==> src/rtl/tcpq_pkg.sv <==
// Shared constants, types and the byte classifier for the two-class priority queue.
package tcpq_pkg;

    localparam int CLASS_DEPTH = 256;
    localparam int PTR_W       = (CLASS_DEPTH > 1) ? $clog2(CLASS_DEPTH) : 1;
    localparam int FILL_W      = $clog2(CLASS_DEPTH + 1);
    localparam int CH_W        = 8;
    localparam int CNT_W       = 16;

    localparam logic OP_PUSH = 1'b0;
    localparam logic OP_POP  = 1'b1;

    typedef enum logic [1:0] {
        ST_PUSHED  = 2'd0,
        ST_DROPPED = 2'd1,
        ST_POPPED  = 2'd2,
        ST_EMPTY   = 2'd3
    } status_t;

    typedef struct packed {
        logic capture;
        logic exec;
        logic load_out;
    } tcpq_cmd_t;

    function automatic logic is_urgent(input logic [CH_W-1:0] c);
        logic r;
        case (c)
            CH_W'("a"), CH_W'("A"), CH_W'("e"), CH_W'("E"),
            CH_W'("i"), CH_W'("I"), CH_W'("o"), CH_W'("O"),
            CH_W'("u"), CH_W'("U"), CH_W'("."), CH_W'("!"): r = 1'b1;
            default: r = 1'b0;
        endcase
        return r;
    endfunction

endpackage

==> src/rtl/tcpq_if.sv <==
// Request and response channel interfaces for the two-class priority queue.
interface tcpq_req_if;
    logic       valid;
    logic       ready;
    logic       op;
    logic [7:0] ch;

    modport source (output valid, output op, output ch, input ready);
    modport sink   (input valid, input op, input ch, output ready);
endinterface

interface tcpq_rsp_if;
    logic        valid;
    logic        ready;
    logic [1:0]  status;
    logic [7:0]  out_char;
    logic        was_urgent;
    logic [15:0] normal_push_total;

    modport source (output valid, output status, output out_char, output was_urgent,
                    output normal_push_total, input ready);
    modport sink   (input valid, input status, input out_char, input was_urgent,
                    input normal_push_total, output ready);
endinterface

==> src/rtl/tcpq_ctrl.sv <==
// Sequencer: takes a request, runs the datapath step, hands off to the response register.
module tcpq_ctrl (
    input  logic               clk,
    input  logic               rst_n,
    input  logic               req_valid,
    output logic               req_ready,
    output logic               rsp_valid,
    input  logic               rsp_ready,
    output tcpq_pkg::tcpq_cmd_t cmd
);
    import tcpq_pkg::*;

    typedef enum logic [1:0] {
        S_IDLE,
        S_EXEC,
        S_DONE
    } state_t;

    state_t state_reg;
    logic   ready_reg;
    logic   valid_reg;

    assign req_ready = ready_reg;
    assign rsp_valid = valid_reg;

    always_comb
    begin
        cmd.capture  = (state_reg == S_IDLE) && req_valid && ready_reg;
        cmd.exec     = (state_reg == S_EXEC);
        cmd.load_out = (state_reg == S_DONE) && (!valid_reg || rsp_ready);
    end

    always_ff @(posedge clk or negedge rst_n)
    begin
        if (!rst_n)
        begin
            state_reg <= S_IDLE;
            ready_reg <= 1'b1;
            valid_reg <= 1'b0;
        end
        else
        begin
            // response register drains independently; a load refills it in the same cycle
            if (cmd.load_out)
                valid_reg <= 1'b1;
            else if (valid_reg && rsp_ready)
                valid_reg <= 1'b0;
            case (state_reg)
                S_IDLE:
                begin
                    if (cmd.capture)
                    begin
                        ready_reg <= 1'b0;
                        state_reg <= S_EXEC;
                    end
                end
                S_EXEC:
                begin
                    state_reg <= S_DONE;
                end
                S_DONE:
                begin
                    if (cmd.load_out)
                    begin
                        ready_reg <= 1'b1;
                        state_reg <= S_IDLE;
                    end
                end
                default:
                begin
                    state_reg <= S_IDLE;
                    ready_reg <= 1'b1;
                end
            endcase
        end
    end

    a_ready_only_idle: assert property (@(posedge clk) disable iff (!rst_n)
        ready_reg |-> (state_reg == S_IDLE))
        else $error("ready outside idle");
    a_capture_to_exec: assert property (@(posedge clk) disable iff (!rst_n)
        cmd.capture |=> (state_reg == S_EXEC) && !ready_reg)
        else $error("capture did not start a step");
    a_load_sets_valid: assert property (@(posedge clk) disable iff (!rst_n)
        cmd.load_out |=> valid_reg && ready_reg)
        else $error("load did not present a response");
endmodule

==> src/rtl/tcpq_dp.sv <==
// Datapath: two class stores with head/tail/fill, normal push counter, response register.
module tcpq_dp (
    input  logic                       clk,
    input  logic                       rst_n,
    input  tcpq_pkg::tcpq_cmd_t        cmd,
    input  logic                       op,
    input  logic [tcpq_pkg::CH_W-1:0]  ch,
    output tcpq_pkg::status_t          status,
    output logic [tcpq_pkg::CH_W-1:0]  out_char,
    output logic                       was_urgent,
    output logic [tcpq_pkg::CNT_W-1:0] normal_push_total
);
    import tcpq_pkg::*;

    logic [CH_W-1:0]   u_mem [CLASS_DEPTH];
    logic [CH_W-1:0]   n_mem [CLASS_DEPTH];

    logic              op_reg;
    logic [CH_W-1:0]   ch_reg;

    logic [PTR_W-1:0]  u_head_reg, u_head_next, u_tail_reg, u_tail_next;
    logic [PTR_W-1:0]  n_head_reg, n_head_next, n_tail_reg, n_tail_next;
    logic [FILL_W-1:0] u_fill_reg, u_fill_next, n_fill_reg, n_fill_next;
    logic [CNT_W-1:0]  cnt_reg, cnt_next;

    logic [CH_W-1:0]   u_rd_reg, n_rd_reg;
    status_t           st_reg, st_next;
    logic              urg_reg, urg_next;

    status_t           o_st_reg;
    logic [CH_W-1:0]   o_ch_reg;
    logic              o_urg_reg;
    logic [CNT_W-1:0]  o_cnt_reg;

    logic ch_urgent, u_full, n_full, u_wr, n_wr, u_rd, n_rd;

    function automatic logic [PTR_W-1:0] wrap_inc(input logic [PTR_W-1:0] p);
        return (p == PTR_W'(CLASS_DEPTH - 1)) ? '0 : p + PTR_W'(1);
    endfunction

    assign ch_urgent = is_urgent(ch_reg);
    assign u_full    = (u_fill_reg == FILL_W'(CLASS_DEPTH));
    assign n_full    = (n_fill_reg == FILL_W'(CLASS_DEPTH));
    assign u_wr      = cmd.exec && (op_reg == OP_PUSH) && ch_urgent && !u_full;
    assign n_wr      = cmd.exec && (op_reg == OP_PUSH) && !ch_urgent && !n_full;
    assign u_rd      = cmd.exec && (op_reg == OP_POP) && (u_fill_reg != '0);
    assign n_rd      = cmd.exec && (op_reg == OP_POP) && (u_fill_reg == '0)
                       && (n_fill_reg != '0);

    always_comb
    begin
        u_head_next = u_rd ? wrap_inc(u_head_reg) : u_head_reg;
        n_head_next = n_rd ? wrap_inc(n_head_reg) : n_head_reg;
        u_tail_next = u_wr ? wrap_inc(u_tail_reg) : u_tail_reg;
        n_tail_next = n_wr ? wrap_inc(n_tail_reg) : n_tail_reg;
        u_fill_next = u_wr ? u_fill_reg + FILL_W'(1)
                    : (u_rd ? u_fill_reg - FILL_W'(1) : u_fill_reg);
        n_fill_next = n_wr ? n_fill_reg + FILL_W'(1)
                    : (n_rd ? n_fill_reg - FILL_W'(1) : n_fill_reg);
        cnt_next    = n_wr ? cnt_reg + CNT_W'(1) : cnt_reg;
        if (op_reg == OP_PUSH)
        begin
            urg_next = ch_urgent;
            st_next  = (ch_urgent ? u_full : n_full) ? ST_DROPPED : ST_PUSHED;
        end
        else if (u_fill_reg != '0)
        begin
            urg_next = 1'b1;
            st_next  = ST_POPPED;
        end
        else if (n_fill_reg != '0)
        begin
            urg_next = 1'b0;
            st_next  = ST_POPPED;
        end
        else
        begin
            urg_next = 1'b0;
            st_next  = ST_EMPTY;
        end
    end

    // class stores, registered read at the head
    always_ff @(posedge clk)
    begin
        if (u_wr)
            u_mem[u_tail_reg] <= ch_reg;
        if (n_wr)
            n_mem[n_tail_reg] <= ch_reg;
        if (u_rd)
            u_rd_reg <= u_mem[u_head_reg];
        if (n_rd)
            n_rd_reg <= n_mem[n_head_reg];
    end

    // payload registers
    always_ff @(posedge clk)
    begin
        if (cmd.capture)
        begin
            op_reg <= op;
            ch_reg <= ch;
        end
        if (cmd.exec)
        begin
            st_reg  <= st_next;
            urg_reg <= urg_next;
        end
        if (cmd.load_out)
        begin
            o_st_reg  <= st_reg;
            o_urg_reg <= urg_reg;
            o_cnt_reg <= cnt_reg;
            o_ch_reg  <= (st_reg == ST_POPPED) ? (urg_reg ? u_rd_reg : n_rd_reg) : '0;
        end
    end

    always_ff @(posedge clk or negedge rst_n)
    begin
        if (!rst_n)
        begin
            u_head_reg <= '0;
            u_tail_reg <= '0;
            u_fill_reg <= '0;
            n_head_reg <= '0;
            n_tail_reg <= '0;
            n_fill_reg <= '0;
            cnt_reg    <= '0;
        end
        else
        begin
            u_head_reg <= u_head_next;
            u_tail_reg <= u_tail_next;
            u_fill_reg <= u_fill_next;
            n_head_reg <= n_head_next;
            n_tail_reg <= n_tail_next;
            n_fill_reg <= n_fill_next;
            cnt_reg    <= cnt_next;
        end
    end

    assign status            = o_st_reg;
    assign out_char          = o_ch_reg;
    assign was_urgent        = o_urg_reg;
    assign normal_push_total = o_cnt_reg;

    a_u_fill_bound: assert property (@(posedge clk) disable iff (!rst_n)
        u_fill_reg <= FILL_W'(CLASS_DEPTH))
        else $error("urgent fill beyond depth");
    a_n_fill_bound: assert property (@(posedge clk) disable iff (!rst_n)
        n_fill_reg <= FILL_W'(CLASS_DEPTH))
        else $error("normal fill beyond depth");
    a_urgent_first: assert property (@(posedge clk) disable iff (!rst_n)
        !(u_rd && n_rd))
        else $error("both classes popped at once");
    a_drop_keeps_count: assert property (@(posedge clk) disable iff (!rst_n)
        (cmd.exec && (op_reg == OP_PUSH) && !ch_urgent && n_full)
        |=> $stable(cnt_reg) && $stable(n_fill_reg))
        else $error("dropped normal push changed state");
endmodule

==> src/rtl/two_class_priority_char_queue_unit.sv <==
// Top level of the two-class strict-priority byte queue.
// Each request either pushes a byte (op 0) or pops one (op 1). Vowels of either case, '.' and
// '!' go to the urgent class, every other byte to the normal class; each class is a FIFO of
// CLASS_DEPTH entries held in its own memory. A pop returns the oldest urgent byte while any is
// queued, otherwise the oldest normal byte, and reports status 3 when both are empty. A push to
// a full class is dropped with status 1. Each request yields exactly one response carrying the
// status, the popped byte (zero otherwise), the class flag and the 16-bit wrapping count of
// accepted normal pushes. A request is captured at the accepting edge, the execute state then
// does the pointer update and the registered memory read, and the done state loads its response
// into the output register once that register is free; the sequencer handles one request at a
// time and raises ready again with that load, so the next request is taken only after that load.
// The response register lets the next request be accepted while a previous response still
// waits; a stalled response holds the sequence only at its load step.
// Store contents are not cleared at reset; only entries that were written are ever read.
module two_class_priority_char_queue_unit (
    input  logic       clk,
    input  logic       rst_n,
    tcpq_req_if.sink   req,
    tcpq_rsp_if.source rsp
);
    import tcpq_pkg::*;

    tcpq_cmd_t cmd;
    status_t   dp_status;

    // sequencer: owns the handshakes
    tcpq_ctrl u_ctrl (
        .clk       (clk),
        .rst_n     (rst_n),
        .req_valid (req.valid),
        .req_ready (req.ready),
        .rsp_valid (rsp.valid),
        .rsp_ready (rsp.ready),
        .cmd       (cmd)
    );

    // datapath: stores, pointers, counter and the response register
    tcpq_dp u_dp (
        .clk               (clk),
        .rst_n             (rst_n),
        .cmd               (cmd),
        .op                (req.op),
        .ch                (req.ch),
        .status            (dp_status),
        .out_char          (rsp.out_char),
        .was_urgent        (rsp.was_urgent),
        .normal_push_total (rsp.normal_push_total)
    );

    assign rsp.status = dp_status;
endmodule

==> src/flat_wrapper.sv <==
// flat-port wrapper written by rule: the top's interface ports become plain ports
module two_class_priority_char_queue_unit_flat import tcpq_pkg::*;
  (clk, rst_n, req_valid, req_op, req_ch, req_ready, rsp_valid, rsp_status, rsp_out_char, rsp_was_urgent, rsp_normal_push_total, rsp_ready);
  tcpq_req_if req_i ();
  tcpq_rsp_if rsp_i ();
  input  logic clk;
  input  logic rst_n;
  input wire logic [$bits(req_i.valid)-1:0] req_valid;
  input wire logic [$bits(req_i.op)-1:0] req_op;
  input wire logic [$bits(req_i.ch)-1:0] req_ch;
  output wire logic [$bits(req_i.ready)-1:0] req_ready;
  output wire logic [$bits(rsp_i.valid)-1:0] rsp_valid;
  output wire logic [$bits(rsp_i.status)-1:0] rsp_status;
  output wire logic [$bits(rsp_i.out_char)-1:0] rsp_out_char;
  output wire logic [$bits(rsp_i.was_urgent)-1:0] rsp_was_urgent;
  output wire logic [$bits(rsp_i.normal_push_total)-1:0] rsp_normal_push_total;
  input wire logic [$bits(rsp_i.ready)-1:0] rsp_ready;
  assign req_i.valid = req_valid;
  assign req_i.op = req_op;
  assign req_i.ch = req_ch;
  assign req_ready = req_i.ready;
  assign rsp_valid = rsp_i.valid;
  assign rsp_status = rsp_i.status;
  assign rsp_out_char = rsp_i.out_char;
  assign rsp_was_urgent = rsp_i.was_urgent;
  assign rsp_normal_push_total = rsp_i.normal_push_total;
  assign rsp_i.ready = rsp_ready;
  two_class_priority_char_queue_unit u_core (.clk(clk), .rst_n(rst_n), .req(req_i), .rsp(rsp_i));
endmodule
==> config.mk <==
export PLATFORM = sky130hd
export DESIGN_NAME = two_class_priority_char_queue_unit_flat
export DESIGN_NICKNAME = d
export VERILOG_FILES = /design/src/rtl/tcpq_pkg.sv /design/src/rtl/tcpq_if.sv /design/src/rtl/tcpq_ctrl.sv /design/src/rtl/tcpq_dp.sv /design/src/rtl/two_class_priority_char_queue_unit.sv /design/src/flat_wrapper.sv
export SDC_FILE = /design/constraint.sdc
export NUM_CORES = 2
export LEC_CHECK = 0
export BUFFER_PORTS_ARGS = -buffer_cell sky130_fd_sc_hd__buf_2
export CORE_MARGIN = 2
export CORE_UTILIZATION = 40
export CTS_BUF_LIST = sky130_fd_sc_hd__clkbuf_4
export DETAILED_ROUTE_END_ITERATION = 10
export PLACE_DENSITY = 0.65
export RECOVER_POWER = 100
export SKIP_LAST_GASP = 1
export SLEW_MARGIN = 20
export SYNTH_ARGS = -nofsm -noshare
export SYNTH_HDL_FRONTEND = slang
export SYNTH_SLANG_ARGS = --single-unit
==> constraint.sdc <==
create_clock -name clk -period 10.1 [get_ports clk]
set_input_delay 1.01 -clock clk [delete_from_list [all_inputs] [get_ports clk]]
set_output_delay 1.01 -clock clk [all_outputs]
set_load 0.02 [all_outputs]
==> impl_results.md <==
* Area after DPL at 171000 um^2
* Relative slew margins at -243%
* CP peak stage delay at 2440 ps
* Area contributors post-synth: edfxtp_1 (76%), mux4_2 (14%), mux2i_1 (1.7%)
* Clock skew at 146 ps
* Fin. Hold Viols at 0
* Cell Area, Synth at 165000 um^2
* Violated checks: max-capacitance violations, max-slew violations
* Max H-tree Level at 6
* Share of layout cells above drive strength 1 at 29.7%
* Clock sinks at 4221
* Post_cts resized at 0
* Slew at the pin with the worst max-slew slack at 5150 ps
* Setup Slack @ Placement at 4580 ps
* Power Dens Cells at 221 nW/um^2
* Synth warn at 0
* Yosys cell types at 84
* Max-cap violation count at 38
* Crit end category: flip-flop
* Die width at 646 um
* Final ANT Viol Nets at 0
* Slowest stage cell on the critical path: clkbuf_1
* Worst Path Max Fanout at 69
* Final Power at 40.4 mW
* Crit-path cells: clkbuf_1 -> nand2_1 -> o32ai_1 -> nand4_2 -> nor2_1 -> nand3_1 -> clkbuf_1 -> nor2_1
* CP top delay family: buffers and inverters
* Worst-Skew Late Latency at 1550 ps
* TritonCTS clock tree: done
* Initial antenna violation count at 30
* Post-DP HPWL at 252000 um
* Syn_area_per_cell at 21.6 um^2
* Layout area overhead at 11.0%
* Sequential share of the synthesized area at 76.8%
* Initial Util at 40.2%
* Required @ worst endpoint at 11130 ps
* Num rows at 235
* Final Non-Filler Cells at 14600
* Drc violations at 0
* Die area at 417000 um^2
* Clock slew at reported path FFs at 70 ps
* Starting DRC count in detailed routing at 10800
* Placed cell count at 12900
* Max Slew Vio Count at 2123
* Core box area at 410000 um^2
* Routed wire length at 427000 um
* #FFs+latches synth at 4221
* Top cell type by total area after synthesis: edfxtp_1
* First-pass DRT Iterations at 8
* CTS Buf Count at 953
* WP data arrival at 8650 ps
* Post-synth EDFFs at 4151
* Top_reg_cell synth: edfxtp_1
* Status: finished, violations left
* Crit path buf inv count at 2
* Overflow after GRT at 0
* Design area at 183000 um^2
* Port bufs at 41
* Die height at 646 um
* Worst setup margin at 2490 ps
* Maximum root-to-sink buffer count at 4
* Largest net degree at the start of global routing at 192
* Gr usage total at 20.1%
* Most common cell after layout, fill and taps aside: edfxtp_1
* Leakage at 56.4 nW
* Final net count at 8412
* Biggest regs: u_core.u_dp.n_mem x2048, u_core.u_dp.u_mem x2048
* Routed wire length per instance at 29.2 um
* Ys async rst share at 1.66%
* Most frequent cells in the layout: edfxtp_1 (4151), clkbuf_4 (1345), mux4_2 (1053)
* Syn_nets at 7678
* Io pins at 42
* Fill count at 34600
* Vias/cell at 5.76
* # setup viols final at 0
* Tmin final at 7610 ps
* Clk root buf: clkbuf_4
* Final Cycle Share at 75.4%
* RSZ-0062 raised after global routing: false
* Placer Congestion at 0.895
* Via Count at 84200
* Vias in the first global route at 85100
* CP Launch Type: flip-flop
* First-pass GRT wire length at 610000 um
* Fmax at 131 MHz
* WS Path Type: flip-flop to flip-flop
* Cells after Synth at 7637
* Min-delay worst type: primary input to flip-flop
* Worst vdd ir at 0.207 mV
* Setup TNS at 0 ps
* Area share of the largest cell type after synthesis at 75.7%
-- layer usage --
metal	wire, um	part of all wire, %	vias to the layer above	GRT usage (%)
met1	164000	38	44100	27.3
met5	180	0.042	-	0
met4	16100	3.8	24	7.71
li1	-	-	34200	-
met2	199000	47	5096	31.0
met3	47200	11	816	5.34
-- per-stage QoR --
stage	utilization [%]	hold WS, ps
3_3_place_gp	41.6	447
2_1_floorplan	-	417
6_report	44.6	257
5_1_grt	44.6	178
4_1_cts	44.7	118
3_5_place_dp	41.6	456
-- cells by family after synthesis --
group	share of synthesized area (%)
flops	76.8
mux	16.3
simple gates	2.35
compound gates	2.44
buf+inv	1.73
xor+xnor	0.229
fa+ha+maj	0.228
-- cell usage after synthesis (7+ instances only) --
cell type / number
a221oi_1: 58
a31oi_1: 12
buf_12: 10
a22oi_1: 76
o22ai_1: 32
o31ai_1: 7
mux4_2: 1053
a21oi_1: 118
a21o_1: 9
ha_1: 26
xnor2_1: 31
o21ai_1: 13
xor2_1: 12
buf_8: 17
and3_1: 9
o21ai_0: 100
buf_1: 26
nor3_1: 25
nand4_1: 14
edfxtp_1: 4151
a22o_1: 17
mux2_2: 27
dfrtp_1: 69
a211oi_1: 19
buf_6: 58
nand2b_1: 16
nor2_1: 587
nor2b_1: 19
buf_2: 125
a221o_1: 10
buf_4: 33
o211ai_1: 19
clkbuf_1: 180
o221ai_1: 31
o21a_1: 7
nand2_1: 171
nand3_1: 56
and2_1: 8
inv_1: 21
mux2i_1: 273
-- cell type report --
class	count	area, um^2	share of cell area [%]
sequential	4221	126000	69.2
antenna	11	27.5	0.0151
clock buffer	1345	10100	5.53
timing repair buffer	228	1650	0.905
clock inverter	396	2140	1.17
inverter	27	111	0.0609
multi-input combinational	2940	35500	19.4
tap	5451	6820	3.73
-- power breakdown --
group	internal, mW	switching [mW]	total (mW)
registers	19.7	0.158	19.8
clock network	6.63	6.66	13.3
logic	3.30	3.99	7.29
-- what timing repair did --
item	in CTS	in global routing
endpoints found under the setup margin	0	0
buffers inserted	0	0
endpoints found under the hold margin	71	0
hold buffers	14	0
-- worst paths after layout --
kind                                                     start                                           to  slack, ps  cells after the start
max reg2reg                    u_core.u_dp.ch_reg[1]$_DFFE_PP_           u_core.u_dp.u_mem[85][7]$_DFFE_PP_       2490                      8
min reg2reg                u_core.u_dp.cnt_reg[15]$_DFFE_PN0P_  u_core.u_dp.normal_push_total[15]$_DFFE_PP_        470                      0
min                                                  req_ch[7]              u_core.u_dp.ch_reg[7]$_DFFE_PP_        260                      2
max                            u_core.u_dp.ch_reg[1]$_DFFE_PP_           u_core.u_dp.u_mem[85][7]$_DFFE_PP_       2490                      8
min in group asynchronous                                rst_n          u_core.u_ctrl.req_ready$_DFFE_PN1P_        800                      3
max in group asynchronous                                rst_n        u_core.u_dp.u_head_reg[3]$_DFFE_PN0P_       5650                      4
Note: power is estimated with default switching activity, not from simulation.
